==> src/sv/wgm_pkg.sv <==
// ============================================================================
// wgm_pkg
// Shared types and constants for the wildcard glob matcher.
// ============================================================================
package wgm_pkg;

    // Register capacity of the pattern registers, in bytes.
    localparam int unsigned REG_BYTES = 16;

    localparam int unsigned CFG_DATA_W  = 64;
    localparam int unsigned CFG_INDEX_W = 2;
    localparam int unsigned LEN_W       = 5;

    // Configuration register indexes.
    localparam logic [CFG_INDEX_W-1:0] REG_PATTERN_LOW    = 2'd0;
    localparam logic [CFG_INDEX_W-1:0] REG_PATTERN_HIGH   = 2'd1;
    localparam logic [CFG_INDEX_W-1:0] REG_PATTERN_LENGTH = 2'd2;

    // Input action codes.
    localparam logic ACTION_CHAR = 1'b0;
    localparam logic ACTION_EOS  = 1'b1;

    // Pattern wildcards.
    localparam logic [7:0] CHAR_ANY  = 8'h3F;
    localparam logic [7:0] CHAR_STAR = 8'h2A;

    // Control broadcast from the top level to every cell.
    typedef struct packed {
        logic step;    // a text character beat is accepted with no register write this cycle
        logic fresh;   // the held state is the start state
    } cell_ctl_t;

endpackage

==> src/sv/wgm_if.sv <==
// ============================================================================
// wgm_in_if / wgm_out_if
// Valid/ready channels for the text beats and the match results.
// ============================================================================
interface wgm_in_if;
    logic       valid;
    logic       ready;
    logic       action;
    logic [7:0] text_char;

    modport source (output valid, output action, output text_char, input ready);
    modport sink   (input valid, input action, input text_char, output ready);
endinterface

interface wgm_out_if;
    logic valid;
    logic ready;
    logic matched;

    modport source (output valid, output matched, input ready);
    modport sink   (input valid, input matched, output ready);
endinterface

==> src/sv/wgm_cell.sv <==
// ============================================================================
// wgm_cell
// One pattern position: holds its active bit, works out the bit for the next
// character and passes advance and star-closure terms to its neighbour.
// ============================================================================
module wgm_cell
(
    input  logic               clk,
    input  logic               rst_n,
    input  wgm_pkg::cell_ctl_t ctl,
    input  logic [7:0]         pat_byte,
    input  logic               in_use,
    input  logic [7:0]         text_char,
    input  logic               start_in,
    input  logic               adv_in,
    input  logic               carry_in,
    output logic               start_out,
    output logic               adv_out,
    output logic               carry_out,
    output logic               cur_bit
);
    import wgm_pkg::*;

    logic act_reg;
    logic act_next;
    logic is_star;
    logic hit;

    assign is_star = in_use && (pat_byte == CHAR_STAR);
    assign hit     = (pat_byte == CHAR_ANY) || (pat_byte == text_char);

    // The start state is the closure of position zero through leading stars.
    assign start_out = start_in && is_star;
    assign cur_bit   = ctl.fresh ? start_in : act_reg;

    assign adv_out   = cur_bit && in_use && !is_star && hit;

    // A star keeps itself active and, once active, passes activity onward.
    assign act_next  = (cur_bit && is_star) || adv_in || carry_in;
    assign carry_out = act_next && is_star;

    always_ff @(posedge clk or negedge rst_n)
    begin
        if (!rst_n)
        begin
            act_reg <= 1'b0;
        end
        else if (ctl.step)
        begin
            act_reg <= act_next;
        end
    end

endmodule

==> src/sv/wildcard_glob_matcher.sv <==
// ============================================================================
// wildcard_glob_matcher
// Streams text beats against a configured glob pattern ('?' and '*') and
// reports one match bit for each end-of-string beat.
// ============================================================================
// Throughput: one input beat per cycle, set by the update of the row of
// position cells. The match result is registered in the cycle after its
// end-of-string beat. The input is held only while a result waits.
// Reset: pattern registers and length clear to zero, the position state
// returns to the start state and no result is pending. Any register write
// also restarts the current text.
module wildcard_glob_matcher
#(
    parameter int unsigned PATTERN_MAX = 16
)
(
    input  logic                             clk,
    input  logic                             rst_n,
    input  logic                             cfg_we,
    input  logic [wgm_pkg::CFG_INDEX_W-1:0]  cfg_index,
    input  logic [wgm_pkg::CFG_DATA_W-1:0]   cfg_data,
    wgm_in_if.sink                           text,
    wgm_out_if.source                        result
);
    import wgm_pkg::*;

    localparam int unsigned CELLS = (PATTERN_MAX < REG_BYTES) ? PATTERN_MAX : REG_BYTES;
    localparam int unsigned POS_W = $clog2(CELLS + 1);

    logic [CFG_DATA_W-1:0] pat_low_reg;
    logic [CFG_DATA_W-1:0] pat_high_reg;
    logic [LEN_W-1:0]      pat_len_reg;
    logic                  fresh_reg;
    logic                  fresh_next;
    logic                  last_reg;
    logic                  out_valid_reg;
    logic                  out_valid_next;
    logic                  matched_reg;

    logic [2*CFG_DATA_W-1:0] pat_all;
    logic [POS_W-1:0]        eff_len;
    logic                    in_beat;
    logic                    char_beat;
    logic                    eos_beat;
    cell_ctl_t               ctl;

    logic [CELLS:0]   start_chain;
    logic [CELLS:0]   adv_chain;
    logic [CELLS:0]   carry_chain;
    logic [CELLS:0]   cur_vec;
    logic [CELLS-1:0] in_use;

    assign pat_all = {pat_high_reg, pat_low_reg};
    assign eff_len = (pat_len_reg > LEN_W'(CELLS)) ? POS_W'(CELLS) : POS_W'(pat_len_reg);

    assign text.ready = !out_valid_reg || result.ready;
    assign in_beat    = text.valid && text.ready;
    assign char_beat  = in_beat && (text.action == ACTION_CHAR);
    assign eos_beat   = in_beat && (text.action == ACTION_EOS);

    assign ctl.step  = char_beat && !cfg_we;
    assign ctl.fresh = fresh_reg;

    assign start_chain[0] = 1'b1;
    assign adv_chain[0]   = 1'b0;
    assign carry_chain[0] = 1'b0;

    for (genvar i = 0; i < CELLS; i++)
    begin : g_cell
        assign in_use[i] = (POS_W'(i) < eff_len);

        wgm_cell u_cell
        (
            .clk       (clk),
            .rst_n     (rst_n),
            .ctl       (ctl),
            .pat_byte  (pat_all[8*i +: 8]),
            .in_use    (in_use[i]),
            .text_char (text.text_char),
            .start_in  (start_chain[i]),
            .adv_in    (adv_chain[i]),
            .carry_in  (carry_chain[i]),
            .start_out (start_chain[i+1]),
            .adv_out   (adv_chain[i+1]),
            .carry_out (carry_chain[i+1]),
            .cur_bit   (cur_vec[i])
        );
    end

    // The position past the last cell has no byte of its own to test.
    assign cur_vec[CELLS] = fresh_reg ? start_chain[CELLS] : last_reg;

    always_comb
    begin
        fresh_next = fresh_reg;
        if (cfg_we || eos_beat)
        begin
            fresh_next = 1'b1;
        end
        else if (char_beat)
        begin
            fresh_next = 1'b0;
        end
    end

    always_comb
    begin
        out_valid_next = out_valid_reg && !result.ready;
        if (eos_beat)
        begin
            out_valid_next = 1'b1;
        end
    end

    always_ff @(posedge clk or negedge rst_n)
    begin
        if (!rst_n)
        begin
            pat_low_reg   <= '0;
            pat_high_reg  <= '0;
            pat_len_reg   <= '0;
            fresh_reg     <= 1'b1;
            last_reg      <= 1'b0;
            out_valid_reg <= 1'b0;
        end
        else
        begin
            fresh_reg     <= fresh_next;
            out_valid_reg <= out_valid_next;
            if (ctl.step)
            begin
                last_reg <= adv_chain[CELLS] || carry_chain[CELLS];
            end
            if (cfg_we)
            begin
                unique case (cfg_index)
                    REG_PATTERN_LOW:    pat_low_reg  <= cfg_data;
                    REG_PATTERN_HIGH:   pat_high_reg <= cfg_data;
                    REG_PATTERN_LENGTH: pat_len_reg  <= cfg_data[LEN_W-1:0];
                    default:            ;
                endcase
            end
        end
    end

    // Result payload needs no reset; it is qualified by the valid flag.
    always_ff @(posedge clk)
    begin
        if (eos_beat)
        begin
            matched_reg <= cur_vec[eff_len];
        end
    end

    assign result.valid   = out_valid_reg;
    assign result.matched = matched_reg;

endmodule
==> src/flat_wrapper.sv <==
// flat-port wrapper written by rule: the top's interface ports become plain ports
module wildcard_glob_matcher_flat import wgm_pkg::*;
#(
    parameter int unsigned PATTERN_MAX = 16
)
  (clk, rst_n, cfg_we, cfg_index, cfg_data, text_valid, text_action, text_text_char, text_ready, result_valid, result_matched, result_ready);
  wgm_in_if text_i ();
  wgm_out_if result_i ();
  input  logic clk;
  input  logic rst_n;
  input  logic cfg_we;
  input  logic [wgm_pkg::CFG_INDEX_W-1:0] cfg_index;
  input  logic [wgm_pkg::CFG_DATA_W-1:0] cfg_data;
  input wire logic [$bits(text_i.valid)-1:0] text_valid;
  input wire logic [$bits(text_i.action)-1:0] text_action;
  input wire logic [$bits(text_i.text_char)-1:0] text_text_char;
  output wire logic [$bits(text_i.ready)-1:0] text_ready;
  output wire logic [$bits(result_i.valid)-1:0] result_valid;
  output wire logic [$bits(result_i.matched)-1:0] result_matched;
  input wire logic [$bits(result_i.ready)-1:0] result_ready;
  assign text_i.valid = text_valid;
  assign text_i.action = text_action;
  assign text_i.text_char = text_text_char;
  assign text_ready = text_i.ready;
  assign result_valid = result_i.valid;
  assign result_matched = result_i.matched;
  assign result_i.ready = result_ready;
  wildcard_glob_matcher #(.PATTERN_MAX(PATTERN_MAX)) u_core (.clk(clk), .rst_n(rst_n), .cfg_we(cfg_we), .cfg_index(cfg_index), .cfg_data(cfg_data), .text(text_i), .result(result_i));
endmodule
==> config.mk <==
export PLATFORM = sky130hd
export DESIGN_NAME = wildcard_glob_matcher_flat
export DESIGN_NICKNAME = d
export VERILOG_FILES = /design/src/sv/wgm_pkg.sv /design/src/sv/wgm_if.sv /design/src/sv/wgm_cell.sv /design/src/sv/wildcard_glob_matcher.sv /design/src/flat_wrapper.sv
export SDC_FILE = /design/constraint.sdc
export NUM_CORES = 1
export LEC_CHECK = 0
export ABC_AREA = 1
export ABC_CLOCK_PERIOD_IN_PS = 3400
export BUFFER_PORTS_ARGS = -buffer_cell sky130_fd_sc_hd__buf_2
export CORE_MARGIN = 2
export CORE_UTILIZATION = 42
export CTS_CLUSTER_SIZE = 8
export DETAILED_ROUTE_END_ITERATION = 12
export GPL_TIMING_DRIVEN = 0
export PLACE_DENSITY = 0.57
export SYNTH_ARGS = -nofsm -noshare
export SYNTH_HDL_FRONTEND = slang
export SYNTH_SLANG_ARGS = --single-unit
==> constraint.sdc <==
create_clock -name clk -period 3.4 [get_ports clk]
set_clock_uncertainty 0.15 [all_clocks]
set_input_delay 0.51 -clock clk [delete_from_list [all_inputs] [get_ports clk]]
set_output_delay 0.51 -clock clk [all_outputs]
set_load 0.1 [all_outputs]
==> flow_summary.yaml <==
outcome:
  status: "finished with violations"
  violations: "negative setup slack"
drt:
  wl_mm: 30.4
  drt_iter0_drc: 673
  first_pass_iters: 5
  drcViolationCount: 0
  vias: 9091
  antenna_left: 0
  vias_per_cell: 5.31
  wl_per_cell_um: 17.7
pwr:
  ir_drop_mv: 0.374
  p_comb_share_pct: 22.2
  switching_share_pct: 34.1
  power_leakage_nw: 5.40
  power_frac_seq_pct: 44.5
  p_int_w: 0.00358
  switchingPower_w: 0.00185
  power.share.clock_pct: 33.3
  powerDensity_nw_per_um2: 490
synthesis:
  yosys.area_share.adder_pct: 0
  seq_area_frac_synth_pct: 42.0
  synthXorXnorAreaFrac_pct: 5.08
  synth_edf_count: 1
  muxShareOfSynthArea_pct: 0.123
  yosys_warnings: 0
  syn_nets: 1356
  yosys.area_share.simple_pct: 28.9
  synth_async_sr_flop_share_pct: 99.3
  ys_ff_latch: 153
  synth_compound_area_share_pct: 13.7
  syn_area_um2: 9130
  synth_top_family_by_area: "simple AND/OR/NAND/NOR gates"
  ys_types: 49
  syn_inst: 1276
  syn_avg_cell_area_um2: 7.16
  ys.flop_type: "dfrtp_1"
layout:
  diodes: 0
  nets: 1505
  layout_common_cells: "nand2_1 (346), inv_1 (177), o21ai_0 (167), dfrtp_1 (146), buf_2 (84)"
  drive_gt1_share_pct: 19.7
  syn2layout_area_growth_pct: 21.4
  mostFrequentLayoutCell: "nand2_1"
sta:
  fin_crit_sh_pct: 106
  tightest_slew_ns: 0.988
  hold_violations: 0
  whs_ns: 0.183
  slew_violations: 0
  rsz0062_at_grt: "true"
  timing.fmax_mhz: 277
  fin_crit_ns: 3.60
  fin_ws_ns: -0.204
  final-setup-viol-count: 7
  slew_headroom_pct: 34.1
worst_setup_path:
  cpMostUsedCell: "nand2_2"
  critPathKind: "register to register"
  critPathMaxFanout: 6
  cp.required_ns: 3.56
  cp-end-kind: "register"
  worstPathArrival_ns: 3.77
  cpPeakStageDelay_ns: 0.37
  worstSetupStartpointType: "register"
  cpMaxStageDelayCell: "dfrtp_1"
global_route:
  track_usage_pct: 27.4
  first_global_vias: 8542
  antenna_found_initial: 0
  grt_pass1_wl_mm: 46.9
  grt_overflow: 0
  grt_max_degree: 87
floorplan:
  start_util_pct: 43.2
  ioPinCount: 83
  die_area_um2: 22900
  coreArea_um2: 21200
  die_y_um: 151
  die_w_um: 151
  num_rows: 53
cts:
  cts-root-buf: "clkbuf_16"
  cts.sinks: 153
  htree_levels: 4
  cts_tree: "built"
  numCtsBuffers: 17
  clock_latency_ns: 0.44
  clockBufferDepth: 2
  clkSlewWorstSetupHoldPaths_ns: 0.07
placed_design:
  numPortBuffers: 76
  dp_slack_ns: -0.982
  place.gp.congestion: 0.907
  place_hpwl_mm: 21.3
flow_run:
  cap_violations: 0
min_path:
  min_path_type: "input pin to register"
final timing paths:
| kind | endpoint | depth (start not counted) | slack [ns] | from |
|---|---|---|---|---|
| setup / recovery | u_core.g_cell[9].u_cell.act_reg$_DFFE_PN0P_ | 31 | -0.20 | u_core.pat_len_reg[4]$_DFFE_PN0P_ |
| hold / removal | u_core.pat_low_reg[30]$_DFFE_PN0P_ | 3 | 0.18 | cfg_data[30] |
| setup reg to reg | u_core.g_cell[9].u_cell.act_reg$_DFFE_PN0P_ | 31 | -0.20 | u_core.pat_len_reg[4]$_DFFE_PN0P_ |
| hold reg to reg | u_core.g_cell[0].u_cell.act_reg$_DFFE_PN0P_ | 2 | 0.35 | u_core.g_cell[0].u_cell.act_reg$_DFFE_PN0P_ |
| max in group asynchronous | u_core.pat_high_reg[47]$_DFFE_PN0P_ | 3 | 1.81 | rst_n |
| min in group asynchronous | u_core.pat_low_reg[15]$_DFFE_PN0P_ | 2 | 0.44 | rst_n |
repair_timing:
action | 4_1_cts | 5_1_grt
hold endpoints to repair | 65 | 0
gates resized for setup | 28 | 57
setup buffers | 39 | 15
endpoints found under the setup margin | 6 | 9
pin swaps | 14 | 32
hold buffers | 1 | 0
gates cloned | 0 | 0
critical path: cells and delay by family, from the launching register on:
kind | cells | cell delay [ns]
buffers and inverters | 11 | 1.29
AND/OR/NAND/NOR | 18 | 1.50
AO/OA/AOI/OAI | 2 | 0.16
flip-flops | 1 | 0.37
per-layer routing:
layer / track usage, % / vias to the layer above / routed length, µm
li1: - / 4405 / -
met1: 37.5 / 4319 / 13800
met2: 43.4 / 304 / 13700
met3: 3.83 / 63 / 1710
met4: 12.2 / 0 / 1100
met5: 0 / - / 0
synth_stat cells, types with 2 or more instances:
library cell	instances	share of area (%)
nand2_1	374	15
inv_1	184	7.6
o21ai_0	170	9.3
dfrtp_1	151	41
nor2_1	77	3.2
nand4_1	49	3.4
xnor2_1	46	4.4
nand3_1	37	2.0
clkbuf_1	36	1.5
or2_2	32	2.2
buf_2	12	0.66
nor3_1	12	0.66
nor4_1	12	0.82
o2111ai_1	9	0.86
a21oi_1	8	0.44
o32ai_1	8	0.77
xor2_1	7	0.67
nand3b_1	5	0.41
buf_1	3	0.12
o221ai_1	3	0.29
a211oi_1	2	0.16
a41oi_1	2	0.19
buf_4	2	0.16
inv_2	2	0.082
nand3_2	2	0.22
nor2_2	2	0.14
nor2_4	2	0.25
o2111a_1	2	0.25
o211ai_1	2	0.16
o21ai_1	2	0.11
o22ai_1	2	0.14
o31ai_1	2	0.16
logic make-up after synthesis:
logic type | after synthesis
flip-flops | 153
AO/OA/AOI/OAI | 221
buffers and inverters | 241
multiplexers | 1
AND/OR/NAND/NOR | 607
XOR/XNOR | 53
layout make-up:
cell class,instances,area [µm²]
well taps,275,344
repair buffers,131,830
flip-flops and latches,153,3840
inverters,187,711
clock buffers,22,474
plain buffers,53,241
clock inverters,10,70.1
multi-input cells,882,4570
fillers,2112,10100
power groups by stage:
| stage | sequential (W) | clock, W | combinational [W] |
|---|---|---|---|
| after floorplan | 0.00235 | 0 | 0.000774 |
| after global placement | 0.00243 | 0 | 0.00107 |
| after detailed placement | 0.00243 | 0 | 0.00109 |
| after CTS | 0.00240 | 0.00183 | 0.00117 |
| after global routing | 0.00245 | 0.00189 | 0.00137 |
| final | 0.00241 | 0.00181 | 0.00121 |
through the flow:
| step | TNS [ns] | utilization [%] | cells | area, µm² | power, W |
|---|---|---|---|---|---|
| after floorplan | 0 | - | 1276 | 9130 | 0.00312 |
| after global placement | -123.35 | 46.6 | 1627 | 9850 | 0.00350 |
| after detailed placement | -4.91 | 46.8 | 1628 | 9890 | 0.00353 |
| after CTS | -0.857 | 51.1 | 1699 | 10800 | 0.00539 |
| after global routing | -2.54 | 52.4 | 1713 | 11100 | 0.00571 |
| final | -0.863 | 52.4 | 1713 | 11100 | 0.00543 |
No activity file was read; power rests on OpenSTA's default activity.
